**src/hdl/semfw_pkg.sv**
```systemverilog
package semfw_pkg;

  localparam int PID_W  = 5;
  localparam int IDX_W  = 5;
  localparam int INIT_W = 8;
  localparam int CNT_W  = 10;

  typedef logic signed [CNT_W-1:0] cnt_t;

  localparam cnt_t CNT_MAX = cnt_t'(511);
  localparam cnt_t CNT_MIN = cnt_t'(-512);

  // request modes
  localparam logic [1:0] MODE_CREATE = 2'd0;
  localparam logic [1:0] MODE_WAIT   = 2'd1;
  localparam logic [1:0] MODE_SIGNAL = 2'd2;
  localparam logic [1:0] MODE_UNUSED = 2'd3;

  // result status codes
  localparam logic [1:0] STAT_OK      = 2'd0;
  localparam logic [1:0] STAT_NOFREE  = 2'd1;
  localparam logic [1:0] STAT_BLOCKED = 2'd2;

  typedef struct packed {
    logic [1:0]        mode;
    logic [IDX_W-1:0]  sem_index;
    logic [INIT_W-1:0] init_value;
    logic [PID_W-1:0]  caller_pid;
  } req_t;

  typedef struct packed {
    logic [1:0]       status;
    logic [IDX_W-1:0] slot_out;
    logic             woken_valid;
    logic [PID_W-1:0] woken_pid;
  } rsp_t;

  // one semaphore table entry
  typedef struct packed {
    cnt_t             count;
    logic [PID_W-1:0] head;
    logic [PID_W-1:0] tail;
  } sem_word_t;

endpackage

```
**src/hdl/semfw_ram.sv**
```systemverilog
module semfw_ram #(
  parameter int WIDTH = 8,
  parameter int DEPTH = 32
) (
  input  logic                     clk,
  input  logic                     we,
  input  logic [$clog2(DEPTH)-1:0] waddr,
  input  logic [WIDTH-1:0]         wdata,
  input  logic [$clog2(DEPTH)-1:0] raddr,
  output logic [WIDTH-1:0]         rdata
);

  logic [WIDTH-1:0] mem [DEPTH];
  logic [WIDTH-1:0] rdata_r;

  always_ff @(posedge clk) begin
    if (we) begin
      mem[waddr] <= wdata;
    end
    rdata_r <= mem[raddr];
  end

  assign rdata = rdata_r;

endmodule

```
**src/hdl/semaphore_unit_fifo_wait.sv**
```systemverilog
// Counting semaphore table with a FIFO wait queue per semaphore. A request is
// taken at a rising edge with start high and busy low; its result appears on
// out_rsp for exactly one cycle with out_valid high. Create, wait and unused
// modes, and signals that leave the queue empty, are answered from state S_SEM
// once the registered read of the semaphore table RAM returns; a signal that
// pops a waiter while others stay queued goes on to S_LINK for a dependent
// read of the waiter link RAM. busy drops in the strobe cycle, so the next
// request may be taken there. The receiver cannot stall: a result not
// captured in its strobe cycle is gone. Slot claim, queue occupancy and
// count-written flags sit in flops cleared by reset, so the block is usable
// right after reset with no clearing pass. Create takes the lowest unclaimed
// slot.
module semaphore_unit_fifo_wait #(
  parameter int NUM_SEMS  = 32,
  parameter int NUM_PROCS = 32
) (
  input  logic             clk,
  input  logic             rst_n,
  input  logic             start,
  output logic             busy,
  input  semfw_pkg::req_t  in_req,
  output logic             out_valid,
  output semfw_pkg::rsp_t  out_rsp
);

  localparam int SEM_AW  = $clog2(NUM_SEMS);
  localparam int PROC_AW = $clog2(NUM_PROCS);
  localparam int WORD_W  = $bits(semfw_pkg::sem_word_t);

  // one-hot sequencer
  typedef enum logic [2:0] {
    S_IDLE = 3'b001,  // waiting for a request
    S_SEM  = 3'b010,  // table entry read data valid, modify and write back
    S_LINK = 3'b100   // link read data valid, advance the queue head
  } state_t;

  state_t state_r, state_nxt;

  // per-slot flags, cleared by reset
  logic [NUM_SEMS-1:0] claimed_r, claimed_nxt;
  logic [NUM_SEMS-1:0] nonempty_r, nonempty_nxt;
  logic [NUM_SEMS-1:0] cvld_r, cvld_nxt;  // count written since reset

  // request held while it is worked on
  semfw_pkg::req_t        req_r;
  logic [SEM_AW-1:0]      addr_r;
  logic                   found_r;
  logic                   sem_ok_r;  // slot in range
  logic                   pid_ok_r;  // caller in range
  semfw_pkg::sem_word_t   pend_r, pend_nxt;

  semfw_pkg::rsp_t        rsp_r, rsp_nxt;
  logic                   out_valid_r, out_valid_nxt;

  // priority search for the lowest free slot
  logic [SEM_AW-1:0] free_idx;
  logic              free_found;

  always_comb begin
    free_idx   = '0;
    free_found = ~&claimed_r;
    for (int i = NUM_SEMS - 1; i >= 0; i--) begin
      if (!claimed_r[i]) begin
        free_idx = SEM_AW'(i);
      end
    end
  end

  wire accept = start && (state_r == S_IDLE);

  // semaphore table RAM
  logic                 sem_we;
  logic [SEM_AW-1:0]    sem_raddr;
  semfw_pkg::sem_word_t sem_wd, sem_rd;
  logic [WORD_W-1:0]    sem_rd_raw;

  // waiter link RAM, one entry per process
  logic                 lnk_we;
  logic [PROC_AW-1:0]   lnk_waddr, lnk_raddr;
  logic [semfw_pkg::PID_W-1:0] lnk_wd, lnk_rd;

  assign sem_raddr = (in_req.mode == semfw_pkg::MODE_CREATE) ?
                     free_idx : SEM_AW'(in_req.sem_index);

  semfw_ram #(.WIDTH(WORD_W), .DEPTH(NUM_SEMS)) u_sem_ram (
    .clk   (clk),
    .we    (sem_we),
    .waddr (addr_r),
    .wdata (sem_wd),
    .raddr (sem_raddr),
    .rdata (sem_rd_raw)
  );

  assign sem_rd = semfw_pkg::sem_word_t'(sem_rd_raw);

  semfw_ram #(.WIDTH(semfw_pkg::PID_W), .DEPTH(NUM_PROCS)) u_lnk_ram (
    .clk   (clk),
    .we    (lnk_we),
    .waddr (lnk_waddr),
    .wdata (lnk_wd),
    .raddr (lnk_raddr),
    .rdata (lnk_rd)
  );

  // the head being popped is looked up while the entry is modified
  assign lnk_raddr = PROC_AW'(sem_rd.head);

  // current entry with an unwritten count reading as zero
  semfw_pkg::cnt_t cur_cnt, dec_cnt, inc_cnt;
  logic            cur_ne;

  always_comb begin
    cur_cnt = cvld_r[addr_r] ? sem_rd.count : '0;
    cur_ne  = nonempty_r[addr_r];
    // wait saturates low, signal saturates high
    dec_cnt = (cur_cnt != semfw_pkg::CNT_MIN) ? cur_cnt - 1'b1 : cur_cnt;
    inc_cnt = (cur_cnt != semfw_pkg::CNT_MAX) ? cur_cnt + 1'b1 : cur_cnt;
  end

  always_comb begin
    state_nxt     = state_r;
    claimed_nxt   = claimed_r;
    nonempty_nxt  = nonempty_r;
    cvld_nxt      = cvld_r;
    pend_nxt      = pend_r;
    rsp_nxt       = rsp_r;
    out_valid_nxt = 1'b0;
    sem_we        = 1'b0;
    sem_wd        = sem_rd;
    lnk_we        = 1'b0;
    lnk_waddr     = PROC_AW'(sem_rd.tail);
    lnk_wd        = req_r.caller_pid;

    case (state_r)
      S_IDLE: begin
        if (start) begin
          state_nxt = S_SEM;
        end
      end

      S_SEM: begin
        rsp_nxt       = '0;
        state_nxt     = S_IDLE;
        out_valid_nxt = 1'b1;
        case (req_r.mode)
          semfw_pkg::MODE_CREATE: begin
            if (found_r) begin
              sem_we               = 1'b1;
              sem_wd.count         = semfw_pkg::cnt_t'({2'b00, req_r.init_value});
              claimed_nxt[addr_r]  = 1'b1;
              nonempty_nxt[addr_r] = 1'b0;
              cvld_nxt[addr_r]     = 1'b1;
              rsp_nxt.slot_out     = semfw_pkg::IDX_W'(addr_r);
            end else begin
              rsp_nxt.status = semfw_pkg::STAT_NOFREE;
            end
          end

          semfw_pkg::MODE_WAIT: begin
            if (sem_ok_r && pid_ok_r) begin
              sem_we           = 1'b1;
              cvld_nxt[addr_r] = 1'b1;
              sem_wd.count     = dec_cnt;
              if (dec_cnt < 0) begin
                rsp_nxt.status = semfw_pkg::STAT_BLOCKED;
                if (cur_ne) begin
                  // link old tail to the caller
                  lnk_we      = (32'(sem_rd.tail) < NUM_PROCS);
                  sem_wd.tail = req_r.caller_pid;
                end else begin
                  sem_wd.head          = req_r.caller_pid;
                  sem_wd.tail          = req_r.caller_pid;
                  nonempty_nxt[addr_r] = 1'b1;
                end
              end
            end
          end

          semfw_pkg::MODE_SIGNAL: begin
            if (sem_ok_r) begin
              cvld_nxt[addr_r] = 1'b1;
              sem_wd.count     = inc_cnt;
              if (cur_ne) begin
                rsp_nxt.woken_valid = 1'b1;
                rsp_nxt.woken_pid   = sem_rd.head;
                if (sem_rd.head == sem_rd.tail) begin
                  sem_we               = 1'b1;
                  nonempty_nxt[addr_r] = 1'b0;
                end else begin
                  // head advances once the link read returns
                  pend_nxt      = sem_wd;
                  state_nxt     = S_LINK;
                  out_valid_nxt = 1'b0;
                end
              end else begin
                sem_we = 1'b1;
              end
            end
          end

          default: begin
          end
        endcase
      end

      S_LINK: begin
        sem_we        = 1'b1;
        sem_wd        = pend_r;
        sem_wd.head   = (32'(pend_r.head) < NUM_PROCS) ? lnk_rd : '0;
        state_nxt     = S_IDLE;
        out_valid_nxt = 1'b1;
      end

      default: begin
        state_nxt = S_IDLE;
      end
    endcase
  end

  always_ff @(posedge clk) begin
    if (!rst_n) begin
      state_r     <= S_IDLE;
      claimed_r   <= '0;
      nonempty_r  <= '0;
      cvld_r      <= '0;
      out_valid_r <= 1'b0;
    end else begin
      state_r     <= state_nxt;
      claimed_r   <= claimed_nxt;
      nonempty_r  <= nonempty_nxt;
      cvld_r      <= cvld_nxt;
      out_valid_r <= out_valid_nxt;
    end
  end

  // payload registers
  always_ff @(posedge clk) begin
    if (accept) begin
      req_r    <= in_req;
      addr_r   <= sem_raddr;
      found_r  <= free_found;
      sem_ok_r <= (32'(in_req.sem_index) < NUM_SEMS);
      pid_ok_r <= (32'(in_req.caller_pid) < NUM_PROCS);
    end
    pend_r <= pend_nxt;
    rsp_r  <= rsp_nxt;
  end

  assign busy      = (state_r != S_IDLE);
  assign out_valid = out_valid_r;
  assign out_rsp   = rsp_r;

endmodule

```
**config.mk**
```make
export PLATFORM = sky130hd
export DESIGN_NAME = semaphore_unit_fifo_wait
export DESIGN_NICKNAME = d
export VERILOG_FILES = /design/src/hdl/semfw_pkg.sv /design/src/hdl/semfw_ram.sv /design/src/hdl/semaphore_unit_fifo_wait.sv
export SDC_FILE = /design/constraint.sdc
export NUM_CORES = 1
export LEC_CHECK = 0
export CAP_MARGIN = 20
export CELL_PAD_IN_SITES_DETAIL_PLACEMENT = 1
export CELL_PAD_IN_SITES_GLOBAL_PLACEMENT = 1
export CORE_UTILIZATION = 51
export DETAILED_ROUTE_END_ITERATION = 10
export DONT_BUFFER_PORTS = 1
export GPL_TIMING_DRIVEN = 0
export PLACE_DENSITY = 0.87
export SKIP_LAST_GASP = 1
export SYNTH_ARGS = -nofsm -noshare
export SYNTH_HDL_FRONTEND = slang
export SYNTH_SLANG_ARGS = --single-unit
```
**constraint.sdc**
```tcl
create_clock -name clk -period 13.6 [get_ports clk]
set_clock_uncertainty 0.15 [all_clocks]
set_input_delay 4.08 -clock clk [delete_from_list [all_inputs] [get_ports clk]]
set_output_delay 4.08 -clock clk [all_outputs]
set_load 0.02 [all_outputs]
```
## Word level (Yosys, flattened, before mapping)

Memories as Yosys holds them, arrays and structs flattened. A register that Yosys moved wholly into a read port is not among the register bits.
Index checks and enable logic that the tools add are counted.

- Bits in registers: 149
- Memory bits (writable): 800
- Bits of input ports: 23
- Output and inout bits: 15
- Memories kept: 2

- $add $sub $neg: 2
- Order comparisons: 3
- Eq/ne operators: 15
- Muxes and demuxes: 80
- Bitwise operators: 6
- Reductions and logical operators: 14

Memory list:

| name | words | bits a word | rd ports | clocked after Yosys merged registers in | wr ports | RTL line | source |
|---|---|---|---|---|---|---|---|
| u_sem_ram.mem | 32 | 20 | 1 | 1 | 1 | semfw_ram.sv:13 | `logic [WIDTH-1:0] mem [DEPTH];` |
| u_lnk_ram.mem | 32 | 5 | 1 | 1 | 1 | semfw_ram.sv:13 |  |

Operator list:

| kind | number |
|---|---|
| 32-bit two-way mux | 6 |
| 5-bit two-way mux | 34 |
| 32-bit bitwise OR | 3 |
| 32-bit one-hot mux with 3 select lines | 1 |
| 32-bit one-hot mux with 2 select lines | 1 |
| 10-bit two-way mux | 6 |
| 20-bit one-hot mux with 2 select lines | 1 |
| 32-bit AND | 1 |
| 32-bit NOT | 1 |
| 32-bit AND reduction | 1 |
| 10-bit one-hot mux with 3 select lines | 1 |
| 10-bit != test, second input constant | 2 |
| 1-bit two-way mux | 16 |
| 3-bit two-way mux | 4 |
| 2-bit != test, second input constant | 6 |
| 10-bit by 1-bit adder with 10-bit output, second input constant | 1 |
| 1-bit binary-select mux with 5-bit select | 2 |
| 10-bit by 1-bit less-than comparator with 1-bit output, second input constant | 1 |
| 10-bit by 1-bit subtractor with 10-bit output, second input constant | 1 |
| 7-bit AND reduction | 1 |
| 5-bit by 6-bit less-than comparator with 1-bit output, second input constant | 1 |
| 6-bit two-way mux | 1 |
| 3-bit one-hot mux with 2 select lines | 1 |
| 3-bit AND reduction | 2 |
| 21 further kinds | 25 |

## Longest topological paths before layout

- Word-level depth: 33
- Mapped depth: 21
- Depth with buffers taken out: 17

## Hierarchy

A second synthesis with hierarchy kept.

- Cell total of the unflattened synthesis: 2,559
- Area total of the unflattened synthesis: 39,633.0 sq um

By module, submodules not included:

| module | instances | cells an instance | area each (sq um) |
|---|---|---|---|
| semfw_ram (u_sem_ram) | 1 | 1,414 | 25,553.3 |
| semaphore_unit_fifo_wait | 1 | 868 | 7,734.9 |
| semfw_ram (u_lnk_ram) | 1 | 277 | 6,344.8 |

## Worst setup path before layout

Ideal clock, no wire load.

- Kind: in2reg
- Start point: input port in_req[19] (netlist name)
- End point: register u_sem_ram.rdata_r[10], in the netlist u_sem_ram.rdata[10] (read register of u_sem_ram.mem)
- Library setup time: 0.118 ns
- Data arrival time: 6.206 ns
- Slack: 7.126 ns
- Cell stages on the path: 14
- Path through: or2_1 -> buf_2 -> nor3_1 -> o21ai_1 -> o21a_1 -> buf_2 -> clkinv_2 -> buf_6 -> buf_6 -> buf_2 -> mux4_2 -> nand2_1 -> a21oi_1 -> o2111a_1

- Word-level cells in the longest chain between the ends: 2

RTL lines:

| element | RTL line | source |
|---|---|---|
| from (decl) | semaphore_unit_fifo_wait.sv:21 | `input semfw_pkg::req_t in_req,` |
| 2-bit zero test | semaphore_unit_fifo_wait.sv:82 | `assign sem_raddr = (in_req.mode == semfw_pkg::MODE_CREATE) ?` |
| 5-bit two-way mux | semaphore_unit_fifo_wait.sv:82 |  |
| to (decl) | semfw_ram.sv:14 | `logic [WIDTH-1:0] rdata_r;` |

No other way between the ends.
A chain may end at the register's enable or synchronous reset.

## Worst setup path in the final report

- Start point: input port in_req[19] (netlist name)
- End point: register u_sem_ram.rdata_r[11], in the netlist u_sem_ram.rdata[11] (read register of u_sem_ram.mem)

The elaborated chain is that of the path after synthesis.

==> results.md <==
* Status: completed
* Synth Area in Simple Gates at 0.110
* WP buf/inv at 3
* Post-Synth XOR/XNOR Area at 0.00220
* Slowest stage delay, CP at between 0.9 and 1 ns
* Post-CTS Setup Inserts at 0
* Max VDD drop at between 0.1 and 0.15 mV
* Compound-gate portion of the synthesized area at 0.0918
* Number of flops mapped to enable cells by yosys at ~850
* Syn nets at slightly below 3000
* Antenna Nets Post-Route at 0
* Sequential share of the synthesized area at 0.704
* Final WL at ~130000 µm
* Setup-failing EPs final at 0
* Vias in the first global route at between 20000 and 30000
* Met2 track demand over resource at 0.549
* Mean post-synth cell area at roughly 14 µm²
* Post-DP HPWL at 89900 µm
* GRT busiest layer: met2
* Startpoint class of the critical path: input port
* Die ar. at around 79000 µm²
* Leak pwr at about 15 nW
* Final net count at between 3000 and 4000
* Final hold violations at 0
* Count leader, synth: edfxtp_1
* Ys flop type: edfxtp_1
* Clk slew on worst S/H paths at around 0.060 ns
* Top-area cell type share of the netlist area at 0.641
* Final setup TNS at 0 ns
* M1 GR Usage at 0.428
* WP data required at roughly 14 ns
* Mapped Cells at 2880
* Starting density of the core at 0.519
* Largest family of logic cells by synthesized area: simple AND/OR/NAND/NOR gates
* Worst path cell trace: or2_1, buf_2, a22oi_2, inv_2, o21ai_1, clkbuf_1, a21oi_1, a211oi_1, o21ai_0, o2111a_1
* Antenna violations before repair at 6
* Power per cell area at 152 nW/µm²
* Netlist area before placement at 39700 µm²
* Drt drc at 0
* Total Power at 0.00687 W
* TritonCTS Buffers at 97
* Worst hold path class: flop to flop
* Met3 Use GR at 0.0731
* Hold buffers post-CTS at 0
* Routed vias/inst at 6.64
* Adder-Cell Fraction of Synth Area at 0.000630
* Area growth, synth to finish at 14.0%
* Post-DR wirelength/cell at 32.5 µm
* I/O Pins at 38
* Die X at around 280 µm
* Pre-antenna DRT Iters at 6
* Clk_lat worst skew at about 0.67 ns
* Final Cycle Share at 0.588
* Slack of the critical path at approximately 5.6 ns
* Placement Setup Slack at 5.19 ns
* Synth top cells by count: edfxtp_1 (849), nand2_1 (597), nor2_1 (160)
* Unrepaired setup endpoints after global routing: no
* Number of clock sinks at 974
* CP Class: input port to flop
* H-tree levels at 3
* Dpl cells at slightly below 4000
* Worst EP arrival at ~8.4 ns
* IO buf count at 0
* Distinct cells, synth at ~70
* Slowest CP cell: a211oi_1
* Yosys reg bits at about 970
* # rows at between 100 and 150
* Max Freq at roughly 130 MHz
* Largest net degree at the start of global routing at 35
* Post-cts sizing count at 0
* Total grt overflow at 0
* First-pass GRT wire length at roughly 190000 µm
* Gr usage total at 0.344
* Max-slew headroom at 0.0760
* Main area contributors after synthesis: edfxtp_1 (64%), dfxtp_1 (6.3%), nand2_1 (5.6%)
* Final min period at 8.00 ns
* Post-synth ARST share at 0
* Max-slew violations at 0
* Yosys Warn Count at 0
* Placer congestion estimate at around 0.9
* Finished Layout Cells at just over 4000
* Share of cells above drive strength 1 at 0.138
* Total number of vias at ~28000
* Delay-heaviest family, CP: compound AO/OA/AOI/OAI gates
* Crit end category: flop
* Largest area contributor in the netlist: edfxtp_1
* Drt first-iter violations at 3695
* CTS tree: yes
* Die Height at 281 µm
* Worst-path maximum fanout at 10
* Clk buf depth at 3
* MaxCap Viol Count at 0
* Slew of the pin with the lowest slew margin at roughly 1.4 ns
* CTS Root Cell: clkbuf_16
* Post-synthesis mux area share at 0.0675
* Area of the core at 76600 µm²
-- metrics by stage --
step,hold slack (ns),instance area [µm²],util
6_report,0.304,45300,0.592
3_5_place_dp,0.293,41900,0.548
4_1_cts,0.305,45100,0.589
2_1_floorplan,0.256,39700,-
5_1_grt,0.314,45300,0.592
3_3_place_gp,0.271,41000,0.536
-- kinds of logic (layout without fill, tap and decap cells) --
family | Yosys count | in the layout
compound gates | 512 | 512
xor+xnor | 10 | 10
other cells | 0 | 4
simple gates | 997 | 997
flops | 974 | 974
fa+ha+maj | 2 | 2
mux | 168 | 168
buf+inv | 217 | 450
-- worst paths after layout --
check	startpoint	to	slack (ns)	depth (start not counted)
max	in_req[19]	u_sem_ram.rdata[11]$_DFF_P_	5.60	10
min	u_sem_ram.rdata[1]$_DFF_P_	pend_r[1]$_DFFE_PP_	0.30	0
max reg2reg	addr_r[3]$_DFFE_PP_	u_sem_ram.mem[31][13]$_DFFE_PP_	7.39	21
min reg2reg	u_sem_ram.rdata[1]$_DFF_P_	pend_r[1]$_DFFE_PP_	0.30	0
-- sequential cells by signal, indices dropped and copies added, names as in the netlist, 10 cells and up, named ones only --
register	cells
u_sem_ram.rdata	20
req_r	10
u_sem_ram.mem	640
u_lnk_ram.mem	160
cvld_r	32
out_rsp	13
claimed_r	32
pend_r	15
-- placed cells by master (no fill, tap or decap), types with 14 or more instances in the layout --
cell       synthesis  routed
o31ai_1           35      35
nor2b_1           14      14
a21oi_1          102     102
and3_1           116     116
clkinv_2           1      18
edfxtp_1         849     849
a211oi_1          67      67
o221a_2           21      21
a22oi_1           17      17
nor2_1           160     128
clkbuf_1         124     142
inv_1             24      24
nand3_1           15      15
buf_2             44      45
nor3_1            30      30
o21a_1            66      66
clkbuf_16          0     102
nor2_2             1      33
clkinv_1           0      15
a2111oi_0         21      20
mux4_2            79      79
mux2i_1           78      78
o211ai_1          34      34
dfxtp_1          125     125
buf_8              0      33
o2111a_1          19      19
nand2_1          597     593
o21ai_0           74      70
-- power by group --
part / internal, W / total [W] / leakage (nW) / switching, W
sequential: 0.00337 / 0.00339 / 8.65 / 0.0000228
combinational: 0.000197 / 0.000743 / 5.06 / 0.000546
clock: 0.00157 / 0.00274 / 1.58 / 0.00116
-- final cells by class --
class                   count  area, µm²
fillers                  7257      31300
flip-flops and latches    974      28000
multi-input cells        1689      10900
clock buffers             131       2760
well taps                1030       1290
repair buffers             56        912
plain buffers             190        847
clock inverters            46        447
inverters                  27        103
diodes                      4       10.0
-- routing by layer --
layer | up-vias | wire length [µm]
met1 | 14000 | 48100
li1 | 11200 | -
met5 | - | 24
met2 | 1853 | 63600
met3 | 493 | 14100
met4 | 4 | 9080
Power figures use the tool's default switching activity.
